===== config.mk =====
export PLATFORM = sky130hd
export DESIGN_NAME = servo_slew_position_control
export DESIGN_NICKNAME = d
export VERILOG_FILES = /design/src/rtl/ssp_pkg.sv /design/src/rtl/servo_slew_position_control.sv /design/src/rtl/ssp_alu.sv /design/src/rtl/ssp_outreg.sv
export SDC_FILE = /design/constraint.sdc
export NUM_CORES = 1
export LEC_CHECK = 0
export BUFFER_PORTS_ARGS = -buffer_cell sky130_fd_sc_hd__buf_2
export CAP_MARGIN = 20
export CORE_UTILIZATION = 40
export DETAILED_ROUTE_END_ITERATION = 16
export SLEW_MARGIN = 0
export SYNTH_ARGS = -nofsm -noshare
export SYNTH_HDL_FRONTEND = slang
export SYNTH_SLANG_ARGS = --single-unit
export TNS_END_PERCENT = 10

===== constraint.sdc =====
create_clock -name clk_i -period 8.3 [get_ports clk_i]
set_clock_uncertainty 0.15 [all_clocks]
set_input_delay 0.83 -clock clk_i [delete_from_list [all_inputs] [get_ports clk_i]]
set_output_delay 0.83 -clock clk_i [all_outputs]
set_load 0.05 [all_outputs]

===== src/rtl/ssp_pkg.sv =====
package ssp_pkg;

  localparam int unsigned SERVO_COUNT_DEF = 4;
  localparam int unsigned RESULT_CAP      = 4;
  localparam int unsigned ANGLE_W         = 8;
  localparam int unsigned DUTY_W          = 14;
  localparam int unsigned CFG_IDX_W       = 2;
  localparam int unsigned CNT_W           = $clog2(RESULT_CAP + 1);
  localparam int unsigned EMIT_W          = $clog2(RESULT_CAP);

  localparam int unsigned FULL_ANGLE   = 180;
  localparam int unsigned PULSE_MIN_US = 500;
  localparam int unsigned PULSE_MAX_US = 2500;
  localparam int unsigned PERIOD_US    = 20000;
  localparam int unsigned DUTY_MAX     = (1 << DUTY_W) - 1;

  localparam logic [ANGLE_W-1:0] RESET_ANGLE = 8'd90;
  localparam logic [ANGLE_W-1:0] RESET_MIN   = 8'd0;
  localparam logic [ANGLE_W-1:0] RESET_MAX   = 8'd180;
  localparam logic [ANGLE_W-1:0] RESET_HOME  = 8'd90;
  localparam logic [ANGLE_W-1:0] RESET_STEP  = 8'd2;

  typedef enum logic [2:0] {
    CMD_INSTANT = 3'd0,
    CMD_SMOOTH  = 3'd1,
    CMD_HOME    = 3'd2,
    CMD_TICK    = 3'd3,
    CMD_QUERY   = 3'd4
  } cmd_e;

  typedef enum logic [CFG_IDX_W-1:0] {
    REG_MIN_ANGLE    = 2'd0,
    REG_MAX_ANGLE    = 2'd1,
    REG_HOME_ANGLE   = 2'd2,
    REG_STEP_DEGREES = 2'd3
  } cfg_reg_e;

  typedef enum logic [1:0] {
    ALU_CLAMP,
    ALU_STEP
  } alu_op_e;

  typedef struct packed {
    logic [2:0]         command;
    logic [1:0]         servo;
    logic signed [15:0] angle;
  } in_t;

  typedef struct packed {
    logic [1:0]         servo_out;
    logic [ANGLE_W-1:0] angle_out;
    logic [DUTY_W-1:0]  duty;
    logic               moving;
    logic               last;
  } out_t;

  typedef struct packed {
    logic [1:0]         servo_out;
    logic [ANGLE_W-1:0] angle_out;
    logic               moving;
    logic               last;
  } push_t;

  typedef struct packed {
    alu_op_e            op;
    logic signed [15:0] val;
    logic [ANGLE_W-1:0] cur;
    logic [ANGLE_W-1:0] tgt;
  } alu_req_t;

  typedef struct packed {
    logic [ANGLE_W-1:0] res;
    logic               ne;
  } alu_rsp_t;

  typedef logic [DUTY_W-1:0] duty_lut_t [256];

  // pulse = 500 + a*2000/180 us, duty = pulse*16383/20000
  function automatic duty_lut_t calc_duty_lut();
    duty_lut_t   lut;
    int unsigned a;
    int unsigned pulse;
    for (int unsigned i = 0; i < 256; i++) begin
      a      = (i > FULL_ANGLE) ? FULL_ANGLE : i;
      pulse  = PULSE_MIN_US + (a * (PULSE_MAX_US - PULSE_MIN_US)) / FULL_ANGLE;
      lut[i] = DUTY_W'((pulse * DUTY_MAX) / PERIOD_US);
    end
    return lut;
  endfunction

  localparam duty_lut_t DUTY_LUT = calc_duty_lut();

endpackage


===== src/rtl/servo_slew_position_control.sv =====
// Servo position controller with slew limiting and PWM duty output.
// Input channel (in_valid_i / in_stall_o / in_i) takes one request: instant
// move, smooth move, home all, tick or query. The block stalls the input
// while it works on a request; one request is in flight at a time.
// Output channel (out_valid_o / out_stall_i / out_o) gives zero to four
// results per request, each with servo, angle, 14-bit duty, the moving flag
// and last on the final one. Results sit in an output register, so the
// input opens again as soon as the last result is loaded there.
// A request passes through accept, dispatch, the home or tick sweep and
// the moving scan, then gives its results while the output is free. All
// angle math goes through one shared clamp/step unit, one servo entry per
// cycle. Requests with no result finish without the scan or emit phase.
// Configuration writes (cfg_we_i, cfg_idx_i, cfg_data_i) take effect at
// the next edge and are to be made while idle; the block does not enforce it.
// Reset sets every servo's angle and target to 90 and the limits to their
// defaults; no result is pending afterward. A stalled output holds its
// result and the next result waits in the sequencer.
module servo_slew_position_control import ssp_pkg::*; #(
  parameter int unsigned SERVO_COUNT = SERVO_COUNT_DEF
) (
  input  logic                 clk_i,
  input  logic                 rst_ni,
  input  logic                 cfg_we_i,
  input  logic [CFG_IDX_W-1:0] cfg_idx_i,
  input  logic [ANGLE_W-1:0]   cfg_data_i,
  input  logic                 in_valid_i,
  output logic                 in_stall_o,
  input  in_t                  in_i,
  output logic                 out_valid_o,
  input  logic                 out_stall_i,
  output out_t                 out_o
);

  localparam int unsigned IDX_W = (SERVO_COUNT > 1) ? $clog2(SERVO_COUNT) : 1;

  typedef enum logic [2:0] {
    S_IDLE,
    S_START,
    S_HOME,
    S_TICK,
    S_SCAN,
    S_EMIT
  } state_e;

  state_e state_q, state_d;

  logic [ANGLE_W-1:0] min_q, max_q, home_q, step_q;
  logic [ANGLE_W-1:0] lo_sat, hi_sat;

  logic [ANGLE_W-1:0] cur_q [SERVO_COUNT];
  logic [ANGLE_W-1:0] cur_d [SERVO_COUNT];
  logic [ANGLE_W-1:0] tgt_q [SERVO_COUNT];
  logic [ANGLE_W-1:0] tgt_d [SERVO_COUNT];

  logic [IDX_W-1:0]  idx_q, idx_d;
  logic [CNT_W-1:0]  res_cnt_q, res_cnt_d;
  logic [EMIT_W-1:0] emit_q, emit_d;
  logic              moving_q, moving_d;

  cmd_e               cmd_q;
  logic [1:0]         servo_q;
  logic signed [15:0] val_q;
  logic [ANGLE_W-1:0] a_q;
  logic               a_we;

  logic [1:0]         res_srv_q [RESULT_CAP];
  logic [ANGLE_W-1:0] res_ang_q [RESULT_CAP];
  logic               rec;
  logic [1:0]         rec_srv;
  logic [ANGLE_W-1:0] rec_ang;

  logic [IDX_W-1:0]   addr;
  logic [ANGLE_W-1:0] rd_cur, rd_tgt;
  logic               idx_last, rep_ok, servo_ok, accept, emit_last;

  alu_req_t alu_req;
  alu_rsp_t alu_rsp;

  logic  push_valid, push_ready;
  push_t push;

  assign accept     = in_valid_i && !in_stall_o;
  assign in_stall_o = state_q != S_IDLE;

  assign lo_sat = (min_q > ANGLE_W'(FULL_ANGLE)) ? ANGLE_W'(FULL_ANGLE) : min_q;
  assign hi_sat = (max_q > ANGLE_W'(FULL_ANGLE)) ? ANGLE_W'(FULL_ANGLE) : max_q;

  assign addr      = (state_q == S_START) ? IDX_W'(servo_q) : idx_q;
  assign rd_cur    = cur_q[addr];
  assign rd_tgt    = tgt_q[addr];
  assign idx_last  = idx_q == IDX_W'(SERVO_COUNT - 1);
  assign rep_ok    = (32'(idx_q) < RESULT_CAP) && (res_cnt_q < CNT_W'(RESULT_CAP));
  assign servo_ok  = 32'(servo_q) < SERVO_COUNT;
  assign emit_last = (CNT_W'(emit_q) + CNT_W'(1)) == res_cnt_q;

  ssp_alu u_alu (
    .req_i  (alu_req),
    .lo_i   (lo_sat),
    .hi_i   (hi_sat),
    .step_i (step_q),
    .rsp_o  (alu_rsp)
  );

  always_comb begin
    alu_req.op  = ALU_STEP;
    alu_req.val = val_q;
    alu_req.cur = rd_cur;
    alu_req.tgt = rd_tgt;
    case (state_q)
      S_START: begin
        alu_req.op = ALU_CLAMP;
        if (cmd_q == CMD_HOME) begin
          alu_req.val = $signed({8'd0, home_q});
        end
      end
      S_HOME: alu_req.tgt = a_q;
      default: ;
    endcase
  end

  always_comb begin
    state_d   = state_q;
    cur_d     = cur_q;
    tgt_d     = tgt_q;
    idx_d     = idx_q;
    res_cnt_d = res_cnt_q;
    emit_d    = emit_q;
    moving_d  = moving_q;
    a_we      = 1'b0;
    rec       = 1'b0;
    rec_srv   = 2'(idx_q);
    rec_ang   = alu_rsp.res;
    push_valid = 1'b0;
    push.servo_out = res_srv_q[emit_q];
    push.angle_out = res_ang_q[emit_q];
    push.moving    = moving_q;
    push.last      = emit_last;

    case (state_q)
      S_IDLE: begin
        if (accept) begin
          res_cnt_d = '0;
          emit_d    = '0;
          idx_d     = '0;
          state_d   = S_START;
        end
      end
      S_START: begin
        state_d = S_IDLE;
        case (cmd_q)
          CMD_INSTANT: begin
            if (servo_ok) begin
              cur_d[addr] = alu_rsp.res;
              tgt_d[addr] = alu_rsp.res;
              if (alu_rsp.res != rd_cur) begin
                rec     = 1'b1;
                rec_srv = servo_q;
                state_d = S_SCAN;
              end
            end
          end
          CMD_SMOOTH: begin
            if (servo_ok) begin
              tgt_d[addr] = alu_rsp.res;
            end
          end
          CMD_HOME: begin
            a_we    = 1'b1;
            state_d = S_HOME;
          end
          CMD_TICK: state_d = S_TICK;
          CMD_QUERY: begin
            if (servo_ok) begin
              rec     = 1'b1;
              rec_srv = servo_q;
              rec_ang = rd_cur;
              state_d = S_SCAN;
            end
          end
          default: ;
        endcase
      end
      S_HOME: begin
        cur_d[addr] = a_q;
        tgt_d[addr] = a_q;
        rec_ang     = a_q;
        rec         = alu_rsp.ne && rep_ok;
        idx_d       = idx_q + IDX_W'(1);
        if (idx_last) begin
          idx_d   = '0;
          state_d = (rec || res_cnt_q != '0) ? S_SCAN : S_IDLE;
        end
      end
      S_TICK: begin
        if (alu_rsp.ne) begin
          // step the first servo that is off its target toward it, then stop
          cur_d[addr] = alu_rsp.res;
          rec         = rep_ok;
          idx_d       = '0;
          state_d     = rep_ok ? S_SCAN : S_IDLE;
        end else if (idx_last) begin
          state_d = S_IDLE;
        end else begin
          idx_d = idx_q + IDX_W'(1);
        end
      end
      S_SCAN: begin
        if (alu_rsp.ne || idx_last) begin
          moving_d = alu_rsp.ne;
          state_d  = S_EMIT;
        end else begin
          idx_d = idx_q + IDX_W'(1);
        end
      end
      S_EMIT: begin
        push_valid = 1'b1;
        if (push_ready) begin
          emit_d = emit_q + EMIT_W'(1);
          if (emit_last) begin
            state_d = S_IDLE;
          end
        end
      end
      default: state_d = S_IDLE;
    endcase

    if (rec) begin
      res_cnt_d = res_cnt_q + CNT_W'(1);
    end
  end

  always_ff @(posedge clk_i or negedge rst_ni) begin
    if (!rst_ni) begin
      state_q   <= S_IDLE;
      idx_q     <= '0;
      res_cnt_q <= '0;
      emit_q    <= '0;
      moving_q  <= 1'b0;
      min_q     <= RESET_MIN;
      max_q     <= RESET_MAX;
      home_q    <= RESET_HOME;
      step_q    <= RESET_STEP;
      for (int unsigned i = 0; i < SERVO_COUNT; i++) begin
        cur_q[i] <= RESET_ANGLE;
        tgt_q[i] <= RESET_ANGLE;
      end
    end else begin
      state_q   <= state_d;
      idx_q     <= idx_d;
      res_cnt_q <= res_cnt_d;
      emit_q    <= emit_d;
      moving_q  <= moving_d;
      cur_q     <= cur_d;
      tgt_q     <= tgt_d;
      if (cfg_we_i) begin
        case (cfg_reg_e'(cfg_idx_i))
          REG_MIN_ANGLE:    min_q  <= cfg_data_i;
          REG_MAX_ANGLE:    max_q  <= cfg_data_i;
          REG_HOME_ANGLE:   home_q <= cfg_data_i;
          REG_STEP_DEGREES: step_q <= cfg_data_i;
          default: ;
        endcase
      end
    end
  end

  // request and result payload
  always_ff @(posedge clk_i) begin
    if (accept) begin
      cmd_q   <= cmd_e'(in_i.command);
      servo_q <= in_i.servo;
      val_q   <= in_i.angle;
    end
    if (a_we) begin
      a_q <= alu_rsp.res;
    end
    if (rec) begin
      res_srv_q[res_cnt_q[EMIT_W-1:0]] <= rec_srv;
      res_ang_q[res_cnt_q[EMIT_W-1:0]] <= rec_ang;
    end
  end

  ssp_outreg u_outreg (
    .clk_i        (clk_i),
    .rst_ni       (rst_ni),
    .push_valid_i (push_valid),
    .push_i       (push),
    .push_ready_o (push_ready),
    .out_valid_o  (out_valid_o),
    .out_stall_i  (out_stall_i),
    .out_o        (out_o)
  );

  a_accept_leaves_idle: assert property (@(posedge clk_i) disable iff (!rst_ni)
    accept |=> in_stall_o)
    else $error("request accepted but sequencer stayed idle");

  a_last_ends_request: assert property (@(posedge clk_i) disable iff (!rst_ni)
    push_valid && push_ready && push.last |=> state_q == S_IDLE)
    else $error("last result loaded but sequencer still busy");

  a_out_from_emit: assert property (@(posedge clk_i) disable iff (!rst_ni)
    $rose(out_valid_o) |-> $past(state_q == S_EMIT))
    else $error("result appeared outside the emit phase");

  a_emit_in_range: assert property (@(posedge clk_i) disable iff (!rst_ni)
    state_q == S_EMIT |-> (CNT_W'(emit_q) < res_cnt_q))
    else $error("emit index beyond recorded results");

  a_angle_range: assert property (@(posedge clk_i) disable iff (!rst_ni)
    rd_cur <= ANGLE_W'(FULL_ANGLE) && rd_tgt <= ANGLE_W'(FULL_ANGLE))
    else $error("stored angle above full range");

endmodule


===== src/rtl/ssp_alu.sv =====
module ssp_alu import ssp_pkg::*; (
  input  alu_req_t           req_i,
  input  logic [ANGLE_W-1:0] lo_i,
  input  logic [ANGLE_W-1:0] hi_i,
  input  logic [ANGLE_W-1:0] step_i,
  output alu_rsp_t           rsp_o
);

  logic [ANGLE_W-1:0] st;
  logic [ANGLE_W-1:0] diff;
  logic [ANGLE_W-1:0] clamp_res;
  logic [ANGLE_W-1:0] step_res;
  logic               up;

  always_comb begin
    // a zero step acts as one
    st   = (step_i == '0) ? ANGLE_W'(1) : step_i;
    up   = req_i.tgt > req_i.cur;
    diff = up ? (req_i.tgt - req_i.cur) : (req_i.cur - req_i.tgt);
    if (diff <= st) begin
      step_res = req_i.tgt;
    end else if (up) begin
      step_res = req_i.cur + st;
    end else begin
      step_res = req_i.cur - st;
    end

    // ordered test: lower limit first, then upper
    if (req_i.val < $signed({8'd0, lo_i})) begin
      clamp_res = lo_i;
    end else if (req_i.val > $signed({8'd0, hi_i})) begin
      clamp_res = hi_i;
    end else begin
      clamp_res = req_i.val[ANGLE_W-1:0];
    end

    case (req_i.op)
      ALU_CLAMP: rsp_o.res = clamp_res;
      ALU_STEP:  rsp_o.res = step_res;
      default:   rsp_o.res = step_res;
    endcase
    rsp_o.ne = req_i.cur != req_i.tgt;
  end

endmodule


===== src/rtl/ssp_outreg.sv =====
module ssp_outreg import ssp_pkg::*; (
  input  logic  clk_i,
  input  logic  rst_ni,
  input  logic  push_valid_i,
  input  push_t push_i,
  output logic  push_ready_o,
  output logic  out_valid_o,
  input  logic  out_stall_i,
  output out_t  out_o
);

  logic valid_q;
  logic valid_d;
  out_t data_q;

  assign push_ready_o = !valid_q || !out_stall_i;

  always_comb begin
    valid_d = valid_q;
    if (push_ready_o) begin
      valid_d = push_valid_i;
    end
  end

  always_ff @(posedge clk_i or negedge rst_ni) begin
    if (!rst_ni) begin
      valid_q <= 1'b0;
    end else begin
      valid_q <= valid_d;
    end
  end

  // look up the duty on the way in
  always_ff @(posedge clk_i) begin
    if (push_ready_o && push_valid_i) begin
      data_q.servo_out <= push_i.servo_out;
      data_q.angle_out <= push_i.angle_out;
      data_q.duty      <= DUTY_LUT[push_i.angle_out];
      data_q.moving    <= push_i.moving;
      data_q.last      <= push_i.last;
    end
  end

  assign out_valid_o = valid_q;
  assign out_o       = data_q;

endmodule


==> impl_metrics.ini <==
[outcome]
status = complete, no violations

[clocking]
cts_buffers = 17
cts.sinks = 200
path_clk_slew_ns = 0.08
cts_hold_buffers = 0
clockBufferDepth = 2
cts_tree = yes
clk_latency_ns = 0.46
cts-root-buf = clkbuf_16
cts-htree-levels = 4

[routing]
drtAntennaViolNets = 0
vias = 10745
drc = 0
routedWlPerCell_um = 19.7
wl_um = 36200
viasPerCell = 5.86
drt_iter0_markers = 1169
first_pass_iters = 6

[die]
dieArea_mm2 = 0.0337
fp.dieW_um = 184
core_area_mm2 = 0.0325
start_util_pct = 40.6
io_pins = 64
num_rows = 66
fp.dieH_um = 184

[global_route]
grt_max_degree = 68
overflow = 0
grt_pass1_wl_um = 57300
grt_pass1_vias = 10176
grt_usage_pct = 21.9
antenna_found_initial = 0

[yosys]
synth_edf_count = 92
syn_avg_cell_area_um2 = 9.81
synth.most_common_cell = nand2_1
synthesis.instances = 1346
synth_top_area_share_pct = 20.9
synth_area_mm2 = 0.0132
ys_top_cells_by_count = nand2_1, nor2_1, a21oi_1
yosysUniqueCellTypes = 91
async_flop_share_pct = 54.0
synth_warnings = 0
ys_seq_area_share_pct = 41.8
synthFlopType = edfxtp_1
synth.area.top_cells = edfxtp_1, dfrtp_1, dfstp_2
yosysTopAreaCell = edfxtp_1
ys_ff_latch = 200

[critical_path]
worstPathRequired_ns = 8.34
crit_top_cell = a21oi_1
worst-path-max-fanout = 9
cp_slowest_cell = mux4_2
cp_data_arrival_time_ns = 7.97
start_kind = flop
critPathKind = flop to flop
crit_family = compound AO/OA/AOI/OAI gates
critPathBufInv = 2
critPathCaptureType = flop
critPathMaxStageDelay_ns = 0.55

[cells_and_area]
num_antenna_cells = 0
drive_gt1_share_pct = 21.8
utilization_pct = 45.0
area_delta_synth_final_pct = 10.8
final_net_count = 1483

[placement]
io_buffers = 60
hpwl_um = 26000
routabilityCongestion = 0.942
dp_worst_setup_slack_ns = -0.0412

[timing]
hold_viol = 0
clock.fmax_mhz = 126
slew_viol_final = 0
worst_slack_ns = 0.366
rsz0062_at_grt = no
worst_slew_pin_slew_ns = 1.09
post-route-period-util_pct = 95.6
relSlewSlack_pct = 27.1
period_needed_ns = 7.93
setup_violations = 0

[job]
max_cap_violations = 0

[hold_path]
hold_path.class = input pin to async pin
## final timing paths
check                      cells after the start  slack [ns]       start              end
max in group asynchronous                      2        6.51      rst_ni        home_q[7]
setup / recovery                              26        0.37  state_q[2]  res_srv_q[3][1]
hold reg to reg                                2        0.34   tgt_q[28]        tgt_q[28]
setup reg to reg                              26        0.37  state_q[2]  res_srv_q[3][1]
min in group clk_i                             2        0.34   tgt_q[28]        tgt_q[28]
hold / removal                                 1        0.22      rst_ni         tgt_q[5]
## through the flow
stage          instances  hold slack, ns  area, um2  setup TNS, ns
6_report            1835           0.221      14600              0
5_1_grt             1835           0.256      14600              0
4_1_cts             1829           0.230      14500              0
3_5_place_dp        1797           0.330      14000         -0.670
3_3_place_gp        1797           0.318      14000              0
2_1_floorplan       1348           0.275      13200              0
## metal layers
metal | part of all wire [%] | global-route usage [%] | vias up
met4 | 1.8 | 6.30 | 0
met5 | 0 | 0 | -
met2 | 47 | 35.2 | 335
li1 | - | - | 5076
met1 | 46 | 30.5 | 5285
met3 | 5.0 | 3.37 | 49
## layout by cell type (no fill, tap or decap), types with 9 or more instances in the layout
master	count
nand2_1	138
nor2_1	103
a21oi_1	96
o21ai_0	95
edfxtp_1	92
mux2_2	87
dfrtp_1	67
ha_1	64
buf_2	60
inv_1	55
dfstp_2	41
mux2i_1	40
a211oi_1	33
buf_4	33
o211ai_1	29
xnor2_1	20
nor3_1	20
o221ai_1	17
clkbuf_16	17
nand3_1	16
nand2b_1	15
a31oi_1	13
o22ai_1	11
o31ai_1	10
mux4_2	9
nor2b_1	9
o21a_1	9
a21o_1	9
## area by class of cell
| class | instances | area, um2 |
|---|---|---|
| fill | 3134 | 17900 |
| inverter | 60 | 225 |
| multi-input combinational | 1005 | 7170 |
| clock buffer | 18 | 429 |
| sequential | 200 | 5520 |
| tap | 442 | 553 |
| clock inverter | 14 | 153 |
| timing repair buffer | 96 | 582 |
## what timing repair did
item / CTS / global route
buffers inserted: 0 / 3
resized for setup: 1 / 13
gates cloned: 0 / 0
setup endpoints to repair: 40 / 52
## cell families (layout without fill, tap and decap cells)
group | Yosys count | in the layout | synth area share (%)
AO/OA/AOI/OAI | 415 | 415 | 21.0
AND/OR/NAND/NOR | 354 | 354 | 12.3
flip-flops | 200 | 200 | 41.8
buffers and inverters | 143 | 188 | 4.30
multiplexers | 140 | 140 | 12.4
adder cells (fa/ha/maj) | 67 | 67 | 6.52
XOR/XNOR | 26 | 26 | 1.73
other | 1 | 3 | 0.0284
## sequential cells by signal, summed over array words and instances, names as in the netlist
register              count
tgt_q                    32
cur_q                    32
state_q                   3
u_outreg.out_o           23
res_srv_q                 8
emit_q                    2
max_q                     8
val_q                    16
servo_q                   2
moving_q                  1
a_q                       8
res_cnt_q                 3
home_q                    8
step_q                    8
idx_q                     2
cmd_q                     3
res_ang_q                32
u_outreg.out_valid_o      1
min_q                     8
Power is left out: the tool's default activity adds up to more than one toggle a clock period on the data nets, which glitch-free logic cannot reach.
